--- config.mk ---
export PLATFORM = sky130hd
export DESIGN_NAME = framed_command_adc_reporter_unit_flat
export DESIGN_NICKNAME = d
export VERILOG_FILES = /design/src/rtl/fcar_pkg.sv /design/src/rtl/fcar_item_if.sv /design/src/rtl/fcar_tx_if.sv /design/src/rtl/fcar_cfg_if.sv /design/src/rtl/fcar_front.sv /design/src/rtl/fcar_queue.sv /design/src/rtl/fcar_back.sv /design/src/rtl/framed_command_adc_reporter_unit.sv /design/src/flat_wrapper.sv
export SDC_FILE = /design/constraint.sdc
export NUM_CORES = 1
export LEC_CHECK = 0
export BUFFER_PORTS_ARGS = -buffer_cell sky130_fd_sc_hd__buf_2
export CORE_AREA = 2 2 162 116
export CTS_CLUSTER_SIZE = 40
export DETAILED_ROUTE_END_ITERATION = 16
export DIE_AREA = 0 0 164 118
export PLACE_DENSITY = 0.84
export REMOVE_ABC_BUFFERS = 1
export SETUP_SLACK_MARGIN = 0.05
export SLEW_MARGIN = 25
export SYNTH_ARGS = -nofsm -noshare
export SYNTH_HDL_FRONTEND = slang
export SYNTH_SLANG_ARGS = --single-unit
--- constraint.sdc ---
create_clock -name clk -period 6.2 [get_ports clk]
set_clock_uncertainty 0.2 [all_clocks]
set_input_delay 1.24 -clock clk [delete_from_list [all_inputs] [get_ports clk]]
set_output_delay 1.24 -clock clk [all_outputs]
set_load 0.02 [all_outputs]
--- src/rtl/fcar_pkg.sv ---
// Package for the framed command reporter: widths, character codes, reply
// descriptor type and the reply text lookup. No dependencies.
package fcar_pkg;

	localparam int CMD_LEN    = 8;
	localparam int WPOS_W     = $clog2(CMD_LEN);
	localparam int BYTE_W     = 8;
	localparam int SAMPLE_W   = 12;
	localparam int HUND_W     = 9;
	localparam int TICK_W     = 16;
	localparam int CFG_IDX_W  = 1;
	localparam int CFG_DATA_W = 16;
	localparam int RQ_DEPTH   = 2;
	localparam int RQ_PTR_W   = (RQ_DEPTH > 1) ? $clog2(RQ_DEPTH) : 1;
	localparam int RQ_CNT_W   = $clog2(RQ_DEPTH + 1);
	localparam int IDX_W      = 4;

	localparam logic [TICK_W-1:0] FIRST_DELAY_RST = 16'd1;
	localparam logic [TICK_W-1:0] REPEAT_RST      = 16'd300;
	localparam int                HUND_SCALE      = 500;

	// Item kinds.
	localparam logic CMD_BYTE = 1'b0;
	localparam logic CMD_TICK = 1'b1;

	// Configuration register indexes.
	localparam logic [CFG_IDX_W-1:0] CFG_FIRST_DELAY = 1'b0;
	localparam logic [CFG_IDX_W-1:0] CFG_REPEAT      = 1'b1;

	// Character codes.
	localparam logic [BYTE_W-1:0] CH_BANG = 8'h21;
	localparam logic [BYTE_W-1:0] CH_HASH = 8'h23;
	localparam logic [BYTE_W-1:0] CH_NUL  = 8'h00;
	localparam logic [BYTE_W-1:0] CH_R    = 8'h52;
	localparam logic [BYTE_W-1:0] CH_S    = 8'h53;
	localparam logic [BYTE_W-1:0] CH_T    = 8'h54;
	localparam logic [BYTE_W-1:0] CH_O    = 8'h4F;
	localparam logic [BYTE_W-1:0] CH_K    = 8'h4B;
	localparam logic [BYTE_W-1:0] CH_P    = 8'h50;
	localparam logic [BYTE_W-1:0] CH_A    = 8'h41;
	localparam logic [BYTE_W-1:0] CH_D    = 8'h44;
	localparam logic [BYTE_W-1:0] CH_C    = 8'h43;
	localparam logic [BYTE_W-1:0] CH_EQ   = 8'h3D;
	localparam logic [BYTE_W-1:0] CH_DOT  = 8'h2E;
	localparam logic [BYTE_W-1:0] CH_CR   = 8'h0D;
	localparam logic [BYTE_W-1:0] CH_LF   = 8'h0A;
	localparam logic [BYTE_W-1:0] CH_ZERO = 8'h30;

	localparam logic [IDX_W-1:0] STOP_LAST = 4'd6;
	localparam logic [IDX_W-1:0] ADC_LAST  = 4'd11;

	typedef enum logic {
		REPLY_STOP = 1'b0,
		REPLY_ADC  = 1'b1
	} reply_kind_t;

	// One queued reply. The report value is split into its hundreds digit
	// and the remaining hundredths (0..99).
	typedef struct packed {
		reply_kind_t kind;
		logic [2:0]  hund;
		logic [6:0]  frac;
	} reply_desc_t;

	function automatic logic [BYTE_W-1:0] digit_char(input logic [3:0] d);
		return CH_ZERO + {4'd0, d};
	endfunction

	// Byte at position idx of a reply.
	function automatic logic [BYTE_W-1:0] reply_char(
		input reply_kind_t kind,
		input logic [IDX_W-1:0] idx,
		input logic [2:0] hund,
		input logic [3:0] tens,
		input logic [3:0] ones
	);
		logic [BYTE_W-1:0] c;
		c = CH_NUL;
		if (kind == REPLY_STOP) begin
			unique case (idx)
				4'd0: c = CH_S;
				4'd1: c = CH_T;
				4'd2: c = CH_O;
				4'd3: c = CH_P;
				4'd4: c = CH_HASH;
				4'd5: c = CH_CR;
				4'd6: c = CH_LF;
				default: c = CH_NUL;
			endcase
		end else begin
			unique case (idx)
				4'd0: c = CH_BANG;
				4'd1: c = CH_A;
				4'd2: c = CH_D;
				4'd3: c = CH_C;
				4'd4: c = CH_EQ;
				4'd5: c = digit_char({1'b0, hund});
				4'd6: c = CH_DOT;
				4'd7: c = digit_char(tens);
				4'd8: c = digit_char(ones);
				4'd9: c = CH_HASH;
				4'd10: c = CH_CR;
				4'd11: c = CH_LF;
				default: c = CH_NUL;
			endcase
		end
		return c;
	endfunction

endpackage

--- src/rtl/fcar_item_if.sv ---
// Input item channel of the framed command reporter.
// Depends on fcar_pkg.
interface fcar_item_if;
	import fcar_pkg::*;

	logic              valid;
	logic              ready;
	logic              cmd;
	logic [BYTE_W-1:0] rx_byte;
	logic [SAMPLE_W-1:0] adc_sample;

	modport source (output valid, cmd, rx_byte, adc_sample, input ready);
	modport sink   (input valid, cmd, rx_byte, adc_sample, output ready);
endinterface

--- src/rtl/fcar_tx_if.sv ---
// Reply byte channel of the framed command reporter.
// Depends on fcar_pkg.
interface fcar_tx_if;
	import fcar_pkg::*;

	logic              valid;
	logic              ready;
	logic [BYTE_W-1:0] tx_byte;
	logic              tx_last;

	modport source (output valid, tx_byte, tx_last, input ready);
	modport sink   (input valid, tx_byte, tx_last, output ready);
endinterface

--- src/rtl/fcar_cfg_if.sv ---
// Configuration write channel of the framed command reporter.
// Depends on fcar_pkg.
interface fcar_cfg_if;
	import fcar_pkg::*;

	logic                  valid;
	logic                  ready;
	logic [CFG_IDX_W-1:0]  index;
	logic [CFG_DATA_W-1:0] data;

	modport source (output valid, index, data, input ready);
	modport sink   (input valid, index, data, output ready);
endinterface

--- src/rtl/fcar_front.sv ---
// Front part: accepts items, parses frames, keeps the countdown and decides
// which reply, if any, an item causes. Depends on fcar_pkg and the interfaces.
module fcar_front (
	input  logic                 clk,
	input  logic                 arst_n,
	fcar_item_if.sink            items,
	fcar_cfg_if.sink             cfg,
	output logic                 push_valid,
	input  logic                 push_ready,
	output fcar_pkg::reply_desc_t push_desc
);
	import fcar_pkg::*;

	typedef enum logic [2:0] {
		PH_WAIT   = 3'b001,
		PH_READ   = 3'b010,
		PH_DECIDE = 3'b100
	} phase_t;

	phase_t              phase_q, phase_n;
	logic [BYTE_W-1:0]   text_q [CMD_LEN];
	logic [BYTE_W-1:0]   text_n [CMD_LEN];
	logic [WPOS_W-1:0]   wpos_q, wpos_n;
	logic                mode_q, mode_n;
	logic                lock_q, lock_n;
	logic [HUND_W-1:0]   held_q, held_n;
	logic [TICK_W-1:0]   ticks_q, ticks_n;
	logic                pend_q, pend_n;
	logic [TICK_W-1:0]   first_delay_q;
	logic [TICK_W-1:0]   repeat_q;

	logic                accept;
	logic                is_rst, is_ok;
	logic                send_stop, send_adc;
	logic [SAMPLE_W+HUND_W-1:0] scaled;
	logic [2:0]          hund;
	logic [HUND_W-1:0]   frac_w;

	assign accept      = items.valid && items.ready;
	assign items.ready = push_ready;
	assign cfg.ready   = 1'b1;

	assign is_rst = (text_q[0] == CH_R) && (text_q[1] == CH_S) &&
		(text_q[2] == CH_T) && (text_q[3] == CH_NUL);
	assign is_ok  = (text_q[0] == CH_O) && (text_q[1] == CH_K) &&
		(text_q[2] == CH_NUL);

	assign scaled = (SAMPLE_W+HUND_W)'(items.adc_sample) *
		(SAMPLE_W+HUND_W)'(HUND_SCALE);

	always_comb begin
		phase_n   = phase_q;
		text_n    = text_q;
		wpos_n    = wpos_q;
		mode_n    = mode_q;
		lock_n    = lock_q;
		held_n    = held_q;
		ticks_n   = ticks_q;
		pend_n    = pend_q;
		send_stop = 1'b0;
		send_adc  = 1'b0;
		if (accept) begin
			if (items.cmd == CMD_BYTE) begin
				unique case (phase_q)
					PH_WAIT: begin
						if (items.rx_byte == CH_BANG) phase_n = PH_READ;
					end
					PH_READ: begin
						if (items.rx_byte == CH_HASH) begin
							phase_n = PH_DECIDE;
							wpos_n  = '0;
						end else if (items.rx_byte != CH_BANG) begin
							text_n[wpos_q] = items.rx_byte;
							wpos_n = (wpos_q == WPOS_W'(CMD_LEN - 1)) ? '0 : wpos_q + 1'b1;
						end
					end
					PH_DECIDE: begin
						if (is_rst) begin
							mode_n = 1'b1;
							if (!lock_q) begin
								held_n = scaled[SAMPLE_W +: HUND_W];
								lock_n = 1'b1;
							end
							ticks_n = first_delay_q;
							pend_n  = 1'b0;
						end else if (is_ok) begin
							mode_n    = 1'b0;
							lock_n    = 1'b0;
							send_stop = 1'b1;
						end
						for (int i = 0; i < CMD_LEN; i++) text_n[i] = CH_NUL;
						phase_n = PH_WAIT;
					end
					default: phase_n = PH_WAIT;
				endcase
			end else if (ticks_q != '0) begin
				ticks_n = ticks_q - 1'b1;
				if (ticks_q == TICK_W'(1)) pend_n = 1'b1;
			end
			// A report goes out on any step that leaves an expiry pending
			// while reporting; the held value cannot change on such a step.
			if (!send_stop && mode_n && pend_n) begin
				send_adc = 1'b1;
				ticks_n  = repeat_q;
				pend_n   = 1'b0;
			end
		end
	end

	// Hundreds digit and remainder of the held value (0..499).
	always_comb begin
		if (held_q >= HUND_W'(400)) hund = 3'd4;
		else if (held_q >= HUND_W'(300)) hund = 3'd3;
		else if (held_q >= HUND_W'(200)) hund = 3'd2;
		else if (held_q >= HUND_W'(100)) hund = 3'd1;
		else hund = 3'd0;
		frac_w = held_q - HUND_W'(hund) * HUND_W'(100);
	end

	assign push_valid     = send_stop || send_adc;
	assign push_desc.kind = send_adc ? REPLY_ADC : REPLY_STOP;
	assign push_desc.hund = hund;
	assign push_desc.frac = frac_w[6:0];

	always_ff @(posedge clk or negedge arst_n) begin
		if (!arst_n) begin
			phase_q       <= PH_WAIT;
			for (int i = 0; i < CMD_LEN; i++) text_q[i] <= CH_NUL;
			wpos_q        <= '0;
			mode_q        <= 1'b0;
			lock_q        <= 1'b0;
			held_q        <= '0;
			ticks_q       <= '0;
			pend_q        <= 1'b0;
			first_delay_q <= FIRST_DELAY_RST;
			repeat_q      <= REPEAT_RST;
		end else begin
			phase_q <= phase_n;
			text_q  <= text_n;
			wpos_q  <= wpos_n;
			mode_q  <= mode_n;
			lock_q  <= lock_n;
			held_q  <= held_n;
			ticks_q <= ticks_n;
			pend_q  <= pend_n;
			if (cfg.valid && cfg.ready) begin
				unique case (cfg.index)
					CFG_FIRST_DELAY: first_delay_q <= cfg.data;
					CFG_REPEAT:      repeat_q      <= cfg.data;
					default: ;
				endcase
			end
		end
	end
endmodule

--- src/rtl/fcar_queue.sv ---
// Short queue of reply descriptors between front and back parts.
// Depends on fcar_pkg.
module fcar_queue (
	input  logic                  clk,
	input  logic                  arst_n,
	input  logic                  push_valid,
	output logic                  push_ready,
	input  fcar_pkg::reply_desc_t push_desc,
	output logic                  pop_valid,
	input  logic                  pop_ready,
	output fcar_pkg::reply_desc_t pop_desc
);
	import fcar_pkg::*;

	reply_desc_t           slot_q [RQ_DEPTH];
	logic [RQ_PTR_W-1:0]   wr_q, rd_q;
	logic [RQ_CNT_W-1:0]   cnt_q;
	logic                  do_push, do_pop;

	assign push_ready = (cnt_q != RQ_CNT_W'(RQ_DEPTH));
	assign pop_valid  = (cnt_q != '0);
	assign pop_desc   = slot_q[rd_q];
	assign do_push    = push_valid && push_ready;
	assign do_pop     = pop_valid && pop_ready;

	always_ff @(posedge clk) begin
		if (do_push) slot_q[wr_q] <= push_desc;
	end

	always_ff @(posedge clk or negedge arst_n) begin
		if (!arst_n) begin
			wr_q  <= '0;
			rd_q  <= '0;
			cnt_q <= '0;
		end else begin
			if (do_push)
				wr_q <= (wr_q == RQ_PTR_W'(RQ_DEPTH - 1)) ? '0 : wr_q + 1'b1;
			if (do_pop)
				rd_q <= (rd_q == RQ_PTR_W'(RQ_DEPTH - 1)) ? '0 : rd_q + 1'b1;
			if (do_push && !do_pop) cnt_q <= cnt_q + 1'b1;
			else if (do_pop && !do_push) cnt_q <= cnt_q - 1'b1;
		end
	end
endmodule

--- src/rtl/fcar_back.sv ---
// Back part: takes reply descriptors from the queue and sends their text
// one byte per transfer. Depends on fcar_pkg and fcar_tx_if.
module fcar_back (
	input  logic                  clk,
	input  logic                  arst_n,
	input  logic                  pop_valid,
	output logic                  pop_ready,
	input  fcar_pkg::reply_desc_t pop_desc,
	fcar_tx_if.source             reply
);
	import fcar_pkg::*;

	logic              busy_q;
	reply_kind_t       kind_q;
	logic [IDX_W-1:0]  idx_q;
	logic [2:0]        hund_q;
	logic [3:0]        tens_q, ones_q;

	logic              last;
	logic              sent;
	logic [14:0]       tens_prod;
	logic [3:0]        tens;
	logic [6:0]        ones_w;

	assign last = (kind_q == REPLY_STOP) ? (idx_q == STOP_LAST) : (idx_q == ADC_LAST);
	assign sent = reply.valid && reply.ready;

	// Next descriptor is taken when idle or as the final byte leaves.
	assign pop_ready = !busy_q || (sent && last);

	// Tens digit of a value below 100 by reciprocal multiply (x*205 >> 11).
	assign tens_prod = 15'(pop_desc.frac) * 15'd205;
	assign tens      = tens_prod[14:11];
	assign ones_w    = pop_desc.frac - 7'(tens) * 7'd10;

	assign reply.valid   = busy_q;
	assign reply.tx_byte = reply_char(kind_q, idx_q, hund_q, tens_q, ones_q);
	assign reply.tx_last = last;

	always_ff @(posedge clk) begin
		if (pop_valid && pop_ready) begin
			kind_q <= pop_desc.kind;
			hund_q <= pop_desc.hund;
			tens_q <= tens;
			ones_q <= ones_w[3:0];
		end
	end

	always_ff @(posedge clk or negedge arst_n) begin
		if (!arst_n) begin
			busy_q <= 1'b0;
			idx_q  <= '0;
		end else begin
			if (pop_valid && pop_ready) begin
				busy_q <= 1'b1;
				idx_q  <= '0;
			end else if (sent && last) begin
				busy_q <= 1'b0;
			end else if (sent) begin
				idx_q <= idx_q + 1'b1;
			end
		end
	end
endmodule

--- src/rtl/framed_command_adc_reporter_unit.sv ---
// Top level of the framed command reporter: front parser, reply queue and
// byte sender. Depends on fcar_pkg, the channel interfaces and the submodules.
//
// The unit reads a stream of items, each either a received serial byte or a
// timer tick, and answers on a byte stream. A command frame opens with '!'
// and closes with '#'; the bytes in between fill an eight-byte command buffer
// whose write position wraps. The byte after '#' is swallowed and the buffer
// is then checked against "RST" and "OK" as a zero-terminated string and
// cleared. RST latches the converter reading (unless one is already locked)
// as hundredths of a volt and starts a countdown of first_delay_ticks ticks;
// each expiry sends "!ADC=d.dd#\r\n" and reloads repeat_ticks. OK unlocks the
// reading, stops reporting and sends "STOP#\r\n". Every reply byte is its own
// transfer on the reply channel, and tx_last marks the final byte of a reply.
// Timing: the front takes one item per clock as long as the reply queue has
// room; an item is processed in the cycle of its transfer. The reply queue
// holds two replies. The back sends one byte per clock while the reply
// channel is ready; a reply is seven (STOP) or twelve (report) bytes, and
// its descriptor is registered in the queue and then in the back before
// its first byte appears, so the byte sender sets the sustained rate. The
// two configuration registers (index 0 first delay, index 1 repeat interval)
// are written through the cfg channel, which is always ready; the user must
// write them only while the unit is idle, which the unit does not enforce.
module framed_command_adc_reporter_unit (
	input logic        clk,
	input logic        arst_n,
	fcar_item_if.sink  items,
	fcar_cfg_if.sink   cfg,
	fcar_tx_if.source  reply
);
	import fcar_pkg::*;

	logic        push_valid, push_ready;
	reply_desc_t push_desc;
	logic        pop_valid, pop_ready;
	reply_desc_t pop_desc;

	// Front part: parser, countdown and reply decision.
	fcar_front u_front (
		.clk        (clk),
		.arst_n     (arst_n),
		.items      (items),
		.cfg        (cfg),
		.push_valid (push_valid),
		.push_ready (push_ready),
		.push_desc  (push_desc)
	);

	// The queue lets the front keep taking items while a reply is going out.
	fcar_queue u_queue (
		.clk        (clk),
		.arst_n     (arst_n),
		.push_valid (push_valid),
		.push_ready (push_ready),
		.push_desc  (push_desc),
		.pop_valid  (pop_valid),
		.pop_ready  (pop_ready),
		.pop_desc   (pop_desc)
	);

	// Back part: turns a descriptor into its reply bytes.
	fcar_back u_back (
		.clk       (clk),
		.arst_n    (arst_n),
		.pop_valid (pop_valid),
		.pop_ready (pop_ready),
		.pop_desc  (pop_desc),
		.reply     (reply)
	);
endmodule
--- src/flat_wrapper.sv ---
// flat-port wrapper written by rule: the top's interface ports become plain ports
module framed_command_adc_reporter_unit_flat import fcar_pkg::*;
  (clk, arst_n, items_valid, items_cmd, items_rx_byte, items_adc_sample, items_ready, cfg_valid, cfg_index, cfg_data, cfg_ready, reply_valid, reply_tx_byte, reply_tx_last, reply_ready);
  fcar_item_if items_i ();
  fcar_cfg_if cfg_i ();
  fcar_tx_if reply_i ();
  input logic clk;
  input logic arst_n;
  input wire logic [$bits(items_i.valid)-1:0] items_valid;
  input wire logic [$bits(items_i.cmd)-1:0] items_cmd;
  input wire logic [$bits(items_i.rx_byte)-1:0] items_rx_byte;
  input wire logic [$bits(items_i.adc_sample)-1:0] items_adc_sample;
  output wire logic [$bits(items_i.ready)-1:0] items_ready;
  input wire logic [$bits(cfg_i.valid)-1:0] cfg_valid;
  input wire logic [$bits(cfg_i.index)-1:0] cfg_index;
  input wire logic [$bits(cfg_i.data)-1:0] cfg_data;
  output wire logic [$bits(cfg_i.ready)-1:0] cfg_ready;
  output wire logic [$bits(reply_i.valid)-1:0] reply_valid;
  output wire logic [$bits(reply_i.tx_byte)-1:0] reply_tx_byte;
  output wire logic [$bits(reply_i.tx_last)-1:0] reply_tx_last;
  input wire logic [$bits(reply_i.ready)-1:0] reply_ready;
  assign items_i.valid = items_valid;
  assign items_i.cmd = items_cmd;
  assign items_i.rx_byte = items_rx_byte;
  assign items_i.adc_sample = items_adc_sample;
  assign items_ready = items_i.ready;
  assign cfg_i.valid = cfg_valid;
  assign cfg_i.index = cfg_index;
  assign cfg_i.data = cfg_data;
  assign cfg_ready = cfg_i.ready;
  assign reply_valid = reply_i.valid;
  assign reply_tx_byte = reply_i.tx_byte;
  assign reply_tx_last = reply_i.tx_last;
  assign reply_i.ready = reply_ready;
  framed_command_adc_reporter_unit u_core (.clk(clk), .arst_n(arst_n), .items(items_i), .cfg(cfg_i), .reply(reply_i));
endmodule
==> metrics list, run 1 <==
- Status: finished, final reports clean
- Synthesis handed over a netlist of 931 instances.
- Top Family by Delay on Critical Path: adder cells
* Type of the worst setup path: register to register
- Entering global routing, the biggest net connects 64 pins.
- Root Buffer: sky130_fd_sc_hd__clkbuf_16
- Of all nets on the critical path, the largest fanout is 12.
- Across all setup checks in the final design, the least slack found is 0.490 ns.
- Clock tree from TritonCTS: built
- Once layout is done, the placed cells without fillers occupy 10700 sq um.
- At the worst endpoint, the required time is 6.17 ns.
- The congestion estimate from routability-driven global placement came to 0.900.
- Worst slack after detailed placement: 0.587 ns
- Post-detailed-route count of antenna-violating nets: 0
- In this run the deepest clock path goes through 2 buffers.
- Initial Utilization: 54.1%
* Library cells used by synthesis: 77
- The final-report hold violation count is 0.
* Wire length per cell: 16.3 um
- Proportion of layout cells with a drive suffix above 1: 16.3%
- Biggest area contributors in the synthesized netlist: sky130_fd_sc_hd__dfrtp_1 26%, sky130_fd_sc_hd__ha_1 12%, sky130_fd_sc_hd__edfxtp_1 11%
* Wire length of the first global-routing pass: 33700 um
- Area post-placement: 10100 sq um
- For this run, the number of Yosys warnings is 0.
* Detailed-route vias per instance: 5.58
- Initial antenna violation count: 1
- The die covers 19400 sq um.
- Counting both buffers and inverters, the worst setup path holds a total of 3.
- Power spread over the standard cell area amounts to 307 nW/um^2.
* Number of setup violations in the final report: 0
- Area growth from synthesis to layout: 10.8%
- After clock tree synthesis, the clock-pin slew on the worst setup and hold paths is 0.06 ns.
- Maximum clock frequency: 0.175 GHz
* Count of max-cap constraint violations: 0
- Post-layout min period: 5.71 ns
- Fraction of synthesized cell area taken by the top area cell type: 26.2%
- Setup crit end kind: register
* Hold-fix buffers, CTS: 0
- Top-level I/O count: 55
- The signal on the critical path passes through mux2i_1, inv_1, ha_1, inv_1, fa_1, inv_1, fa_1, ha_1, ha_1, o21a_1, o21a_1, nor2_1, a311oi_1, o211ai_1, ha_1, fa_1, xnor3_1, xnor2_1.
- Number of pins with negative max-slew slack in the final report: 0
* Setup TNS: 0 ns
- Measured against its own limit, the worst slew margin works out to 34.8%.
- In this run the horizontal extent of the chip is 164 um.
- Of the available clock period, the critical path in the final layout requires 92.1%.
- Biggest cell delay along the critical path: 0.68 ns
- In the synthesized netlist the dominant register cell turns out to be sky130_fd_sc_hd__dfrtp_1.
* Die height: 118 um
- Across the VDD grid, the largest voltage drop is 238 uV.
* Cell type with the highest occurrence count on the critical path: sky130_fd_sc_hd__ha_1
- The floorplan step defined a core boundary enclosing 17800 sq um.
- The first TritonRoute pass finished after 6 iterations.
- Setup repair after global routing missed its margin: no
- Worst hold path type: register to register
* Yosys reg bits: 141
- Number of input and output port buffers inserted: 52
- Iteration-0 DRC count of the detailed router: 553
- In the synthesized netlist the async set-or-reset flop fraction comes to 75.9%.
* Post-Route WL: 19900 um
- Count of inserted antenna diode cells: 0
* Sinks on Clock Net: 141
- Global routing consumed, over all layers together, 21.8% of the routing resources.
- The floorplan has 41 rows.
- Cell with the largest stage delay on the worst path: sky130_fd_sc_hd__dfrtp_1
- The commonest cells after synthesis are 121 x sky130_fd_sc_hd__nand2_1, 106 x sky130_fd_sc_hd__inv_1, 101 x sky130_fd_sc_hd__dfrtp_1.
- The synthesized design contains 34 enable-type register cells.
* Nets: 1149
- Leak Pwr: 5.26 nW
- By instance count, the leading cell after synthesis is sky130_fd_sc_hd__nand2_1.
* Count of vias placed by the detailed router: 6799
* Worst EP arrival: 5.68 ns
* Clock insertion delay at the later pin of the skew report: 0.43 ns
* Number of remaining DRC errors: 0
- After synthesis the cells add up to 9630 sq um.
- Once the clock tree was built, the setup fixing pass inserted 0 buffers.
- Sequential share of the synthesized area: 38.5%
- CTS built an H-tree with a depth of 4.
- Least-Margin Pin Slew: 0.977 ns
* Library cell occupying the most area in the post-synthesis netlist: sky130_fd_sc_hd__dfrtp_1
* Remaining global-route overflow: 0
- The number of global-route vias before repair was 6917.
- Once detailed placement completed, the half-perimeter wirelength came to 14200 um.
- CTS Buf Count: 17
* Startpoint type of the worst setup path: register
- Dividing the synthesized area by the synthesized cell count gives 10.3 sq um.
- Total of cells resized after clock tree synthesis: 0
flip-flops by register name, indices dropped and copies added (netlist names):
name                          cells
u_core.u_front.pend_q             1
u_core.u_front.wpos_q             3
u_core.u_front.held_q             9
u_core.u_front.first_delay_q     16
u_core.u_front.lock_q             1
u_core.u_back.ones_q              4
u_core.u_back.hund_q              3
u_core.u_front.phase_q            3
u_core.u_queue.rd_q               1
u_core.u_queue.slot_q            22
u_core.u_queue.wr_q               1
u_core.u_back.idx_q               4
u_core.u_front.ticks_q           16
u_core.u_front.repeat_q          16
u_core.u_front.text_q            32
u_core.u_queue.cnt_q              2
u_core.u_back.tens_q              4
u_core.u_front.mode_q             1
u_core.u_back.kind_q              1
u_core.u_back.reply.valid         1
worst min-delay path, cell delays in order, from the launching register on:
cell,delay [ns]
sky130_fd_sc_hd__dfrtp_1,0.35
sky130_fd_sc_hd__nand2_1,0.05
sky130_fd_sc_hd__nand2_1,0.06
final cells by class:
class	count	area (sq um)
Clock buffer	18	429
Sequential cell	141	3710
Inverter	106	398
Tap cell	236	295
Clock inverter	14	168
Timing Repair Buffer	55	285
Multi-Input combinational cell	648	5390
Fill cell	1364	7130
per-layer routing:
layer / up-vias / global-route usage (%) / wire length, um / share of wire (%)
met5: - / 0 / 13 / 0.065
met4: 2 / 5.98 / 223 / 1.1
met1: 3330 / 30.2 / 9300 / 47
li1: 3258 / - / - / -
met3: 27 / 4.47 / 788 / 4.0
met2: 182 / 35.0 / 9550 / 48
kinds of logic (layout without fill, tap and decap cells):
| kind of cell | count (synthesis) | in the layout | synth area share, % |
|---|---|---|---|
| mux | 60 | 60 | 6.78 |
| other cells | 2 | 2 | 0.0780 |
| flops | 141 | 141 | 38.5 |
| buf+inv | 142 | 193 | 5.92 |
| fa+ha+maj | 137 | 137 | 21.5 |
| compound gates | 159 | 159 | 10.5 |
| xor+xnor | 43 | 43 | 4.05 |
| simple gates | 247 | 247 | 12.8 |
worst paths after layout:
check                                       endpoint  slack, ns  depth (start not counted)                   from
max                          u_core.u_back.ones_q[3]       0.49                         18    u_core.u_queue.rd_q
min                            u_core.u_front.lock_q       0.29                          2  u_core.u_front.lock_q
max reg2reg                  u_core.u_back.ones_q[3]       0.49                         18    u_core.u_queue.rd_q
min reg2reg                    u_core.u_front.lock_q       0.29                          2  u_core.u_front.lock_q
max in group asynchronous     u_core.u_back.idx_q[3]       4.02                          2                 arst_n
min in group asynchronous  u_core.u_front.text_q[37]       0.70                          1                 arst_n
per-stage QoR:
stage | util (%) | instances | power [mW] | hold slack (ns)
after floorplan | - | 895 | 1.97 | 0.239
after global placement | 56.4 | 1186 | 2.20 | 0.255
after detailed placement | 56.5 | 1186 | 2.25 | 0.264
after CTS | 59.9 | 1218 | 3.29 | 0.289
after global routing | 59.9 | 1218 | 3.50 | 0.307
final | 59.9 | 1218 | 3.28 | 0.292
cell usage in the layout (no fill, tap or decap), types with 5 or more instances in the layout:
cell	netlist	routed
sky130_fd_sc_hd__mux2_2	42	42
sky130_fd_sc_hd__nand2b_1	6	6
sky130_fd_sc_hd__nand3_1	10	10
sky130_fd_sc_hd__a21o_1	7	7
sky130_fd_sc_hd__o21ai_0	56	56
sky130_fd_sc_hd__xor2_1	20	20
sky130_fd_sc_hd__and3_1	7	7
sky130_fd_sc_hd__or3_1	6	6
sky130_fd_sc_hd__inv_1	106	106
sky130_fd_sc_hd__xnor2_1	22	22
sky130_fd_sc_hd__ha_1	90	90
sky130_fd_sc_hd__o21ai_2	7	7
sky130_fd_sc_hd__dfstp_2	6	6
sky130_fd_sc_hd__nor3_1	9	9
sky130_fd_sc_hd__dfrtp_1	101	101
sky130_fd_sc_hd__nand2_1	121	120
sky130_fd_sc_hd__o21a_1	7	7
sky130_fd_sc_hd__nor4_1	6	5
sky130_fd_sc_hd__edfxtp_1	34	34
sky130_fd_sc_hd__nor2_1	43	43
sky130_fd_sc_hd__buf_2	5	51
sky130_fd_sc_hd__fa_1	47	47
sky130_fd_sc_hd__mux2i_1	18	18
sky130_fd_sc_hd__a211oi_1	8	8
sky130_fd_sc_hd__a21oi_1	33	33
sky130_fd_sc_hd__o21ai_1	5	5
sky130_fd_sc_hd__clkbuf_16	0	17
sky130_fd_sc_hd__clkinv_2	0	5
where the power goes:
part           switching [mW]  internal (mW)
registers              0.0944           1.02
logic                   0.628          0.501
clock network           0.401          0.634
total                    1.12           2.16
Note: power is estimated with default switching activity, not from simulation.
==> run 2: changes to the inputs <==
CORE_AREA = 2 2 178 128   (was 2 2 162 116)
DIE_AREA = 0 0 180 130   (was 0 0 164 118)
GPL_TIMING_DRIVEN = 1   (was not set)
PLACE_DENSITY = 0.73   (was 0.84)
==> run 2 against run 1 <==
Compared with the run above:
- combinational power about the same
- first-iteration DRC count down 29%
- die area is 21% higher
- sequential cell count did not move
- final cell count is 4.4% higher
- hold slack better by 0.011 ns
- critical endpoint unchanged
- largest power group unchanged
- highest routed layer unchanged
==> metrics list, run 2 (synthesis results as in run 1) <==
- Post CTS Setup Buffer Count: 0
* Peak ir drop on the vdd network: 207 uV
- Critical path required time: 6.16 ns
- Area post-placement: 10100 sq um
* WL met3: 654 um
* Met2 Wirelength: 8440 um
- Buf/Inv on CP: 3
- Filler cells: 1959
- The longest clock path from root to sink contains 2 buffers.
* Worst EP arrival: 5.51 ns
- Summed over all cells, the static leakage comes to 5.26 nW.
* Status: finished, final reports clean
- Top Family by Delay on Critical Path: adder cells
* Initial Utilization: 43.9%
- Cell with the largest stage delay on the worst path: sky130_fd_sc_hd__dfrtp_1
* Least-Margin Pin Slew: 0.873 ns
- Area of the die: 23400 sq um
* Top library cells by usage in the layout, fill and taps aside: 120 x sky130_fd_sc_hd__nand2_1, 106 x sky130_fd_sc_hd__inv_1, 101 x sky130_fd_sc_hd__dfrtp_1, 90 x sky130_fd_sc_hd__ha_1, 56 x sky130_fd_sc_hd__o21ai_0
* Biggest cell delay along the critical path: 0.66 ns
* Final hold slack: 0.303 ns
- After detailed routing, the wire length on met1 is 9400 um.
* Total GRT Usage: 16.9%
- After routing the design area is 10800 sq um.
- The final layout contains routed wiring with a total length of 18700 um.
- The first global-routing pass estimated 32100 um of wire.
- Hold-fix buffers, CTS: 0
* Setup crit end kind: register
- Iteration-0 DRC count of the detailed router: 393
- Setup repair after global routing left no endpoint under its margin.
- Largest register FFs: 32
- Worst hold path type: register to register
- Entering global routing, the biggest net connects 70 pins.
- Most common library cell in the layout ignoring fill and taps: sky130_fd_sc_hd__nand2_1
* Detailed-route vias per instance: 5.17
- During placement, the flow inserted port buffers numbering 52.
* Setup TNS: 0 ns
* Register bank with the most flops: u_core.u_front.text_q
- Ordered list of cells on the worst path: mux2i_1, inv_1, ha_1, fa_1, ha_1, inv_1, fa_1, inv_1, ha_1, or3_1, a311oi_1, o211ai_1, ha_1, fa_1, xnor3_1, xnor2_1
* Detailed Routing Iterations Pass 1: 4
- Number of logic stages on the critical path including buffering: 16
- Area of the core: 21900 sq um
- Global placer's final weighted congestion: 0.876
* Largest registers in the final layout: u_core.u_front.text_q (32), u_core.u_queue.slot_q (22)
* Number of setup violations in the final report: 0
- After detailed routing, the number of remaining DRC violations is 0.
- Measured against its own limit, the worst slew margin works out to 41.8%.
- Count of vias placed by the detailed router: 6571
* Worst R2R Start: u_core.u_queue.rd_q
* Sinks on Clock Net: 141
* Post-layout min period: 5.55 ns
- TritonCTS built the clock tree.
* Topmost layer with routed signal wires: met5
- Timing endpoint of the critical path: u_core.u_back.ones_q[3]
- Die height: 130 um
- Post-detailed-route count of antenna-violating nets: 0
- The worst register-to-register path ends at u_core.u_back.ones_q[3].
* Final Hold Fails: 0
* Top-level I/O count: 55
* Htree depth: 4
- Row generation in the floorplan step produced 46 rows.
- Area growth from synthesis to layout: 11.6%
- STA classifies the critical path startpoint as a register.
- Total power per unit cell area: 303 nW/um^2
* Crit-path max FO: 12
* Number of global-route vias before repair: 6461
- From left edge to right edge, the die measures 180 um.
* Worst-case register-to-register setup slack: 0.65 ns
- Clock insertion delay at the later pin of the skew report: 0.42 ns
* Total of cells resized after clock tree synthesis: 0
- Depth of the worst register-to-register path: 16
- The number of antenna violations at the first check in global routing was 2.
- After clock tree synthesis, the clock-pin slew on the worst setup and hold paths is 0.06 ns.
* Cell type with the highest occurrence count on the critical path: sky130_fd_sc_hd__ha_1
- Proportion of layout cells with a drive suffix above 1: 16.4%
- Number of pins with negative max-slew slack in the final report: 0
* Worst setup startpoint: u_core.u_queue.rd_q
* Root Buffer: sky130_fd_sc_hd__clkbuf_16
- In the final routed layout, each cell accounts on average for 14.7 um.
- Post-route clock period utilization: 89.5%
- In this run, CTS created clock tree buffers numbering 17.
- Nets: 1150
- Remaining global-route overflow: 0
- DP Wirelength: 13800 um
- Type of the worst setup path: register to register
- Maximum clock frequency: 0.180 GHz
* Count of max-cap constraint violations: 0
==> run 2: layer usage <==
metal,vias to the layer above,global-route usage [%]
met3,13,3.74
met4,2,3.97
met2,99,26.8
li1,3253,-
met5,-,0
met1,3204,23.7
==> run 2: through the flow <==
stage          std cells  setup slack, ns  total power, mW  utilization [%]
2_1_floorplan        895             1.02             1.97                -
3_3_place_gp        1239            0.693             2.22             46.1
3_5_place_dp        1239            0.574             2.25             46.3
4_1_cts             1271            0.652             3.28             49.0
5_1_grt             1271            0.388             3.49             49.0
6_report            1272            0.653             3.26             49.0
==> run 2: worst min-delay path by stage <==
stage,start,end,slack [ns],depth (start not counted)
floorplan,u_core.u_front.lock_q,u_core.u_front.lock_q,0.24,2
global placement,u_core.u_front.lock_q,u_core.u_front.lock_q,0.25,2
detailed placement,u_core.u_queue.wr_q,u_core.u_queue.wr_q,0.27,1
CTS,u_core.u_queue.wr_q,u_core.u_queue.wr_q,0.28,1
global route,u_core.u_front.repeat_q[13],u_core.u_front.repeat_q[13],0.32,1
finish,u_core.u_queue.wr_q,u_core.u_queue.wr_q,0.30,1
==> run 2: layout make-up <==
| cell class | count | area (sq um) | share of cell area (%) |
|---|---|---|---|
| Sequential cell | 141 | 3710 | 34.5 |
| Clock buffer | 22 | 497 | 4.62 |
| Antenna cell | 1 | 2.50 | 0.0233 |
| Multi-Input combinational cell | 648 | 5400 | 50.2 |
| Inverter | 106 | 398 | 3.70 |
| Clock inverter | 10 | 96.3 | 0.896 |
| Timing Repair Buffer | 56 | 293 | 2.72 |
| Tap cell | 288 | 360 | 3.35 |
==> run 2: report_power, final <==
part / internal, mW / leakage (nW) / switching (mW)
clock network: 0.615 / 0.292 / 0.398
registers: 1.02 / 1.76 / 0.0908
logic: 0.504 / 3.21 / 0.628
total: 2.14 / 5.26 / 1.12
